==> src/rtl/dali_pkg.sv <==
`timescale 1ns / 1ps

package dali_pkg;

  localparam int unsigned RX_BITS_DEF = 16;
  localparam int unsigned TX_BITS_DEF = 8;

  localparam int unsigned CMD_W  = 2;
  localparam int unsigned WORD_W = 16;
  localparam int unsigned BYTE_W = 8;
  localparam int unsigned TMR_W  = 2;

  localparam logic [CMD_W-1:0] CMD_EDGE   = 2'd0;
  localparam logic [CMD_W-1:0] CMD_EXPIRY = 2'd1;
  localparam logic [CMD_W-1:0] CMD_SEND   = 2'd2;

  localparam logic [TMR_W-1:0] TMR_STOP  = 2'd0;
  localparam logic [TMR_W-1:0] TMR_FIRST = 2'd1;
  localparam logic [TMR_W-1:0] TMR_RXBIT = 2'd2;
  localparam logic [TMR_W-1:0] TMR_HALF  = 2'd3;

  typedef struct packed {
    logic              tx_level;
    logic [TMR_W-1:0]  timer_action;
    logic              rx_valid;
    logic [WORD_W-1:0] rx_word;
    logic              aborted;
    logic              busy_res;
  } result_t;

endpackage

==> src/rtl/dali_engine.sv <==
`timescale 1ns / 1ps

module dali_engine #(
  parameter int unsigned RX_BITS = dali_pkg::RX_BITS_DEF,
  parameter int unsigned TX_BITS = dali_pkg::TX_BITS_DEF
) (
  input  logic                          clk_i,
  input  logic                          rst_ni,
  input  logic                          step_i,
  input  logic [dali_pkg::CMD_W-1:0]    cmd_i,
  input  logic                          rx_level_i,
  input  logic [dali_pkg::BYTE_W-1:0]   send_byte_i,
  output dali_pkg::result_t             res_o
);
  import dali_pkg::*;

  localparam int unsigned BL_W = $clog2(RX_BITS + 1);
  localparam int unsigned PW   = $clog2(TX_BITS + 2);

  typedef enum logic [1:0] {
    MODE_IDLE = 2'd0,
    MODE_RX   = 2'd1,
    MODE_TX   = 2'd2
  } mode_e;

  mode_e              mode_q, mode_d;
  logic               edge_q, edge_d;
  logic [BL_W-1:0]    bits_q, bits_d;
  logic [RX_BITS-1:0] shift_q, shift_d;
  logic [TX_BITS-1:0] txd_q, txd_d;
  logic [PW-1:0]      pos_q, pos_d;
  logic               half_q, half_d;
  logic               pin_q, pin_d;

  logic               busy;
  logic               valid, abort_flag;
  logic [WORD_W-1:0]  word_full;
  logic [TX_BITS-1:0] tx_sel;

  assign busy   = (mode_q == MODE_RX) || (mode_q == MODE_TX);
  assign tx_sel = txd_q >> (pos_q - PW'(1));

  if (RX_BITS >= WORD_W) begin : g_wide
    assign word_full = shift_d[WORD_W-1:0];
  end else begin : g_narrow
    assign word_full = {{(WORD_W - RX_BITS){1'b0}}, shift_d};
  end

  always_comb begin
    mode_d     = mode_q;
    edge_d     = edge_q;
    bits_d     = bits_q;
    shift_d    = shift_q;
    txd_d      = txd_q;
    pos_d      = pos_q;
    half_d     = half_q;
    pin_d      = pin_q;
    valid      = 1'b0;
    abort_flag = 1'b0;
    case (cmd_i)
      CMD_EDGE: begin
        if (!busy) begin
          mode_d  = MODE_RX;
          edge_d  = 1'b0;
          shift_d = '0;
          bits_d  = BL_W'(RX_BITS);
        end else begin
          edge_d = 1'b1;
        end
      end
      CMD_EXPIRY: begin
        if (mode_q == MODE_RX) begin
          if (edge_q) begin
            edge_d = 1'b0;
            if (bits_q != '0) bits_d = bits_q - BL_W'(1);
            shift_d = shift_q | (RX_BITS'(rx_level_i) << bits_d);
            if (bits_d == '0) begin
              valid  = 1'b1;
              mode_d = MODE_IDLE;
              pin_d  = 1'b0;
            end
          end else begin
            abort_flag = 1'b1;
            mode_d     = MODE_IDLE;
          end
        end else if (mode_q == MODE_TX) begin
          half_d = ~half_q;
          if (pos_q == '0) begin
            pin_d  = 1'b0;
            mode_d = MODE_IDLE;
          end else if (pos_q > PW'(TX_BITS)) begin
            if (half_d) begin
              pin_d = 1'b1;
            end else begin
              pin_d = 1'b0;
              pos_d = PW'(TX_BITS);
            end
          end else begin
            if (half_d) begin
              pin_d = tx_sel[0];
            end else begin
              pin_d = ~pin_q;
              pos_d = pos_q - PW'(1);
            end
          end
        end
      end
      CMD_SEND: begin
        if (!busy) begin
          mode_d = MODE_TX;
          txd_d  = TX_BITS'(send_byte_i);
          pos_d  = PW'(TX_BITS + 1);
          half_d = 1'b0;
        end
      end
      default: ;
    endcase
  end

  always_comb begin
    res_o.tx_level = pin_d;
    unique case (mode_d)
      MODE_RX: res_o.timer_action = (bits_d == BL_W'(RX_BITS)) ? TMR_FIRST : TMR_RXBIT;
      MODE_TX: res_o.timer_action = TMR_HALF;
      default: res_o.timer_action = TMR_STOP;
    endcase
    res_o.rx_valid = valid;
    res_o.rx_word  = valid ? word_full : '0;
    res_o.aborted  = abort_flag;
    res_o.busy_res = (mode_d == MODE_RX) || (mode_d == MODE_TX);
  end

  always_ff @(posedge clk_i or negedge rst_ni) begin
    if (!rst_ni) begin
      mode_q  <= MODE_IDLE;
      edge_q  <= 1'b0;
      bits_q  <= '0;
      shift_q <= '0;
      txd_q   <= '0;
      pos_q   <= '0;
      half_q  <= 1'b0;
      pin_q   <= 1'b0;
    end else if (step_i) begin
      mode_q  <= mode_d;
      edge_q  <= edge_d;
      bits_q  <= bits_d;
      shift_q <= shift_d;
      txd_q   <= txd_d;
      pos_q   <= pos_d;
      half_q  <= half_d;
      pin_q   <= pin_d;
    end
  end

endmodule

==> src/rtl/dali_manchester_transceiver_unit.sv <==
// DALI Manchester line engine. Each input item is one line event (receive
// edge, bit-timer expiry or send request); each yields exactly one result
// item with the transmit pin level, the timer reload code, frame/abort flags
// and busy. The state update is a single combinational step between the
// engine state registers and the result register, so items may be
// accepted in every cycle while the result side keeps up. in_ready_o stays
// high whenever the result register is empty or being taken in the same
// cycle.
`timescale 1ns / 1ps

module dali_manchester_transceiver_unit #(
  parameter int unsigned RX_BITS = dali_pkg::RX_BITS_DEF,
  parameter int unsigned TX_BITS = dali_pkg::TX_BITS_DEF
) (
  input  logic                          clk_i,
  input  logic                          rst_ni,
  input  logic                          in_valid_i,
  output logic                          in_ready_o,
  input  logic [dali_pkg::CMD_W-1:0]    cmd_i,
  input  logic                          rx_level_i,
  input  logic [dali_pkg::BYTE_W-1:0]   send_byte_i,
  output logic                          out_valid_o,
  input  logic                          out_ready_i,
  output logic                          tx_level_o,
  output logic [dali_pkg::TMR_W-1:0]    timer_action_o,
  output logic                          rx_valid_o,
  output logic [dali_pkg::WORD_W-1:0]   rx_word_o,
  output logic                          aborted_o,
  output logic                          busy_res_o
);
  import dali_pkg::*;

  logic    accept;
  logic    out_valid_q;
  result_t res_d, res_q;

  assign in_ready_o = !out_valid_q || out_ready_i;
  assign accept     = in_valid_i && in_ready_o;

  dali_engine #(
    .RX_BITS(RX_BITS),
    .TX_BITS(TX_BITS)
  ) u_engine (
    .clk_i      (clk_i),
    .rst_ni     (rst_ni),
    .step_i     (accept),
    .cmd_i      (cmd_i),
    .rx_level_i (rx_level_i),
    .send_byte_i(send_byte_i),
    .res_o      (res_d)
  );

  always_ff @(posedge clk_i or negedge rst_ni) begin
    if (!rst_ni) begin
      out_valid_q <= 1'b0;
    end else if (in_ready_o) begin
      out_valid_q <= in_valid_i;
    end
  end

  always_ff @(posedge clk_i) begin
    if (accept) begin
      res_q <= res_d;
    end
  end

  assign out_valid_o    = out_valid_q;
  assign tx_level_o     = res_q.tx_level;
  assign timer_action_o = res_q.timer_action;
  assign rx_valid_o     = res_q.rx_valid;
  assign rx_word_o      = res_q.rx_word;
  assign aborted_o      = res_q.aborted;
  assign busy_res_o     = res_q.busy_res;

endmodule

==> config.mk <==
export PLATFORM = sky130hd
export DESIGN_NAME = dali_manchester_transceiver_unit
export DESIGN_NICKNAME = d
export VERILOG_FILES = /design/src/rtl/dali_pkg.sv /design/src/rtl/dali_engine.sv /design/src/rtl/dali_manchester_transceiver_unit.sv
export SDC_FILE = /design/constraint.sdc
export NUM_CORES = 1
export LEC_CHECK = 0
export BUFFER_PORTS_ARGS = -buffer_cell sky130_fd_sc_hd__buf_2
export CAP_MARGIN = 10
export CORE_MARGIN = 8
export CORE_UTILIZATION = 30
export CTS_BUF_LIST = sky130_fd_sc_hd__clkbuf_8
export DETAILED_ROUTE_END_ITERATION = 8
export SLEW_MARGIN = 20
export SYNTH_ARGS = -nofsm -noshare
export SYNTH_HDL_FRONTEND = slang
export SYNTH_SLANG_ARGS = --single-unit
==> constraint.sdc <==
create_clock -name clk_i -period 3.06 [get_ports clk_i]
set_clock_uncertainty 0.15 [all_clocks]
set_input_delay 0.306 -clock clk_i [delete_from_list [all_inputs] [get_ports clk_i]]
set_output_delay 0.306 -clock clk_i [all_outputs]
set_load 0.02 [all_outputs]
### Word level (Yosys, flattened, before mapping)

Cells that the tools add are included.

* register bits: 61
* bits of input ports: 15
* logic and storage cells: 104

* add/subtract/negate cells: 2
* order comparisons: 1
* equal/unequal tests: 13
* shift operators: 2
* multiplexer cells: 51
* bitwise gates (word level): 4
* reduce and logical (&&, ||, !) cells: 16

Operators with widths (number)
* 16-bit two-way mux: 3
* 5-bit two-way mux: 7
* 16-bit case mux with 2 select lines: 1
* 4-bit two-way mux: 7
* 1-bit two-way mux: 19
* 2-bit two-way mux: 8
* 16-bit bitwise OR: 1
* 1-bit by 5-bit left shift with 16-bit output: 1
* 5-bit case mux with 2 select lines: 1
* 4-bit case mux with 2 select lines: 1
* 8-bit by 4-bit right shift with 1-bit output: 1
* 7-bit AND reduction: 1
* 2-bit by 1-bit == test with 1-bit output (second input constant): 3
* 2-bit == test (second input constant): 3
* 2-bit by 1-bit != test with 1-bit output (second input constant): 3
* 2-bit != test (second input constant): 3
* 2-bit case mux with 3 select lines: 1
* 3-bit AND reduction: 2
* 5-bit == test (second input constant): 1
* 5-bit logical NOT: 1
* 5-bit AND reduction: 1
* 5-bit nonzero test: 1
* 5-bit by 1-bit subtractor with 5-bit output (second input constant): 1
* 4-bit > comparator (second input constant): 1
* 11 further kinds: 17

### Logic depth before layout (Yosys ltp)

* depth in word-level cells: 12
* depth in mapped cells: 13
* mapped depth without buffers: 11

### Cells and area by module

Synthesis repeated with hierarchy kept, for this count alone.

* cell total of the unflattened synthesis: 316
* area, all modules: 3255.6 um2

By module, submodules not included
* dali_engine: times used 1, cells an instance 290, area an instance 2541.2 um2
* dali_manchester_transceiver_unit: times used 1, cells an instance 26, area an instance 714.4 um2

### Least setup slack after synthesis

No wires, ideal clock.

* path kind: register -> register
* from: register u_engine.bits_q[0]
* to: register res_q, in the netlist timer_action_o[1], data pin
* arrival time: 2.661 ns
* required time: 2.652 ns
* slack: -0.009 ns
* cell stages (with the launch flop): 13
* cell sequence: dfrtp_1 > buf_6 > inv_1 > ha_1 > clkbuf_4 > or4b_4 > nor2_8 > o21ai_2 > a22o_1 > a21o_1 > ha_1 > nand3b_1 > o221a_1

RTL lines
* start: declaration: line dali_engine.sv:28 `logic [BL_W-1:0] bits_q, bits_d;`
* start signal: assignment: line dali_engine.sv:146 `bits_q <= bits_d;`
* end signal: assignment: line dali_manchester_transceiver_unit.sv:63 `res_q <= res_d;`
* end: declaration: line dali_manchester_transceiver_unit.sv:35 `result_t res_d, res_q;`

==> results.yml <==
floorplanning:
  rows: 39
  initial_utilization_pct: 30.47
  die_area_sq_um: 15130
  ios: 39
  die_w_um: 123.0
  core_region_area_sq_um: 11270
  die_h_um: 123.0
clocking:
  clock_latency_ns: 0.34
  htree_levels: 3
  cts_root_buf: "clkbuf_8"
  clk_pin_slew_ns: 0.07
  numCtsBuffers: 9
  cts_max_path_buffers: 2
  clock_sinks: 61
  cts_tree: "built"
  postCtsSetupBuffers: 0
setup_path:
  worst-setup-path-type: "flip-flop to flip-flop"
  r2r-start: "u_engine.bits_q[1]"
  worstReg2RegEnd: "timer_action_o[1]"
  ff2ff_path_depth: 10
  cpMaxStageDelayCell: "or4b_4"
  end_kind: "flip-flop"
  crit_chain: "inv_1, ha_4, or4b_4, nor2_8, o21ai_2, a22o_1, a21o_1, ha_1, nand3b_1, o221a_1"
  path_depth: 10
  cp_num_buf_inv: 1
  r2r_slack_ns: 0.16
  cp-endpoint: "timer_action_o[1]"
  cpPeakStageDelay_ns: 0.52
  worst-path-max-fanout: 8
  crit_family: "simple AND/OR/NAND/NOR gates"
  critPathArrivalTime_ns: 2.83
  crit_start: "u_engine.bits_q[1]"
  cp-start-kind: "flip-flop"
  cp.required_ns: 3.00
logic_synthesis:
  synth-main-ff-cell: "dfrtp_1"
  syn_inst: 321
  synth.yosys.seq_area_share_pct: 47.65
  post-synth-top-count-cell: "dfrtp_1"
  synth_seq_cells: 61
  synth_top_area_share_pct: 28.42
  synth_top_cell_by_area: "dfrtp_1"
  yosysWarnings: 0
  syn-num-nets: 345
  yosys-top-cells-area: "dfrtp_1, edfxtp_1, nand2_1, ha_1, a22oi_1"
  synth_edf_count: 22
  syn_area_per_cell_sq_um: 10.70
  syn-cell-area_sq_um: 3435
  ys_top_cells_by_count: "dfrtp_1, nand2_1, nor2_1"
  synth_cell_types: 69
  synthArstFlopShare_pct: 63.93
sta:
  slew_viol_final: 0
  finalWorstSetupSlack_ns: 0.1607
  fin_setup_tns_ns: 0
  hold_violations: 0
  period_needed_ns: 2.899
  setup_viol: 0
  max_slew_margin_pct: 38.37
  rsz0062_at_grt: "no"
  worstMarginPinSlew_ns: 0.9244
  clock.fmax_mhz: 344.9
  finalCritPeriodShare_pct: 94.75
flow_run:
  maxCapViolCount: 0
layout:
  fillCellCount: 1128
  stdcell_area_sq_um: 3944
  final_cells: 511
  multi_input_area_sq_um: 1645
  diodes: 0
  final_nets: 387
  regArea_sq_um: 1637
  areaGrowthSynthToFinish_pct: 14.83
  drive_above_1_share_pct: 28.26
pwr:
  internal_power_mw: 1.721
  pwr-share-comb_pct: 36.6
  power.leakage_nw: 1.583
  p_seq_share_pct: 40.3
  clkPwrFrac_pct: 23.1
  p_sw_mw: 1.020
  swShare_pct: 37.21
  powerDensity_nw_per_um2: 695.1
  ir_worst_vdd_mv: 0.3803
  fin_total_pwr_mw: 2.741
drt:
  drt_drc_violations_left: 0
  final_antenna_net_count: 0
  num_vias: 2553
  drt_pass1_iterations: 4
  drt_iter0_drc: 108
  drt-total-wl_um: 7599
  vias_per_cell: 4.996
  wire_per_inst_um: 14.87
place:
  gp_congestion: 0.8275
  port_buffers: 38
  dpl_cell_area_sq_um: 3747
  place_ws_ns: 0.07963
  hpwl_um: 5563
  place_inst: 494
grt:
  grt_antenna_before_repair: 0
  grt_pass1_vias: 2577
  gr-total-overflow: 0
  grt_max_degree: 40
  grt_pass1_wl_um: 12740
  track_usage_pct: 10.67
run_status:
  status: "completed"
min_path:
  hold_path_class: "input port to flip-flop"
## per-stage QoR
| stage | utilization (%) | hold WS (ns) |
|---|---|---|
| global route | 34.99 | 0.02257 |
| floorplan | - | -0.1396 |
| finish | 34.99 | 0.04082 |
| global placement | 33.24 | 0.3092 |
| detailed placement | 33.24 | 0.3182 |
| CTS | 34.88 | 0.02472 |
## power groups by stage
| stage | Sequential [mW] | Combinational (mW) | Clock, mW |
|---|---|---|---|
| floorplan | 1.10 | 0.791 | 0 |
| global placement | 1.12 | 0.968 | 0 |
| detailed placement | 1.12 | 0.988 | 0 |
| CTS | 1.10 | 0.991 | 0.651 |
| global route | 1.13 | 1.11 | 0.693 |
| finish | 1.11 | 1.00 | 0.633 |
## what timing repair did
| item | in CTS | in global routing |
|---|---|---|
| hold endpoints to repair | 39 | 0 |
| hold buffers | 1 | 0 |
| gates resized for setup | 0 | 2 |
| endpoints found under the setup margin | 0 | 2 |
## flip-flops by register name, summed over array words and instances (netlist names)
name and cells:
rx_word_o 16, u_engine.shift_q 16, u_engine.txd_q 8, u_engine.bits_q 5, u_engine.pos_q 4, timer_action_o 2
u_engine.mode_q 2, aborted_o 1, busy_res_o 1, out_valid_o 1, rx_valid_o 1, tx_level_o 1
u_engine.edge_q 1, u_engine.half_q 1, u_engine.pin_q 1
## layer usage
layer	GRT usage [%]	wire length, um
met1	14.14	3669
met2	16.55	3487
met3	3.242	397
met4	2.935	44
met5	0	0
## worst register-to-register path, delay by kind of cell, from the launching register on
| family | cells | cell delay, ns |
|---|---|---|
| compound gates | 4 | 0.72 |
| fa+ha+maj | 2 | 0.39 |
| buf+inv | 1 | 0.14 |
| flops | 1 | 0.42 |
| simple gates | 3 | 0.82 |
## final cells by class
cell class | count | area share (%)
timing repair buffer | 47 | 6.599
sequential | 61 | 41.50
tap | 143 | 4.537
clock inverter | 7 | 1.269
multi-input combinational | 232 | 41.72
clock buffer | 9 | 3.141
inverter | 12 | 1.237
## cells by family (layout without fill, tap and decap cells)
kind of cell	after synthesis	in the layout	share of synthesized area, %
DFF	61	61	47.65
AOI/OAI and AO/OA	94	94	19.93
xor gates and xnor gates	2	2	0.5101
adders and majority gates	9	9	3.279
muxes	16	16	5.720
buffers and inverters	28	75	4.808
and+or+nand+nor	111	111	18.11
## worst min path at each step
stage | startpoint | endpoint | slack [ns] | depth (start not counted)
2_1_floorplan | rst_ni | out_valid_o | -0.14 | 0
3_3_place_gp | u_engine.shift_q[10] | u_engine.shift_q[10] | 0.31 | 2
3_5_place_dp | u_engine.shift_q[10] | u_engine.shift_q[10] | 0.32 | 2
4_1_cts | send_byte_i[3] | u_engine.txd_q[3] | 0.02 | 2
5_1_grt | send_byte_i[3] | u_engine.txd_q[3] | 0.02 | 2
6_report | send_byte_i[5] | u_engine.txd_q[5] | 0.04 | 2
## cell usage in the layout (no fill, tap or decap), types with 6 or more instances in the layout
cell / netlist / routed
a22oi_1: 14 / 14
dfrtp_1: 39 / 39
inv_1: 12 / 11
o21ai_2: 9 / 9
nand2b_1: 6 / 6
nor2_1: 27 / 27
o21ai_0: 17 / 17
edfxtp_1: 22 / 22
o21ai_1: 7 / 7
clkbuf_8: 3 / 9
ha_1: 9 / 8
buf_4: 0 / 8
nand2_1: 35 / 35
a21oi_1: 11 / 11
mux2_2: 9 / 9
buf_2: 3 / 38
Note: power is estimated with default switching activity, not from simulation.
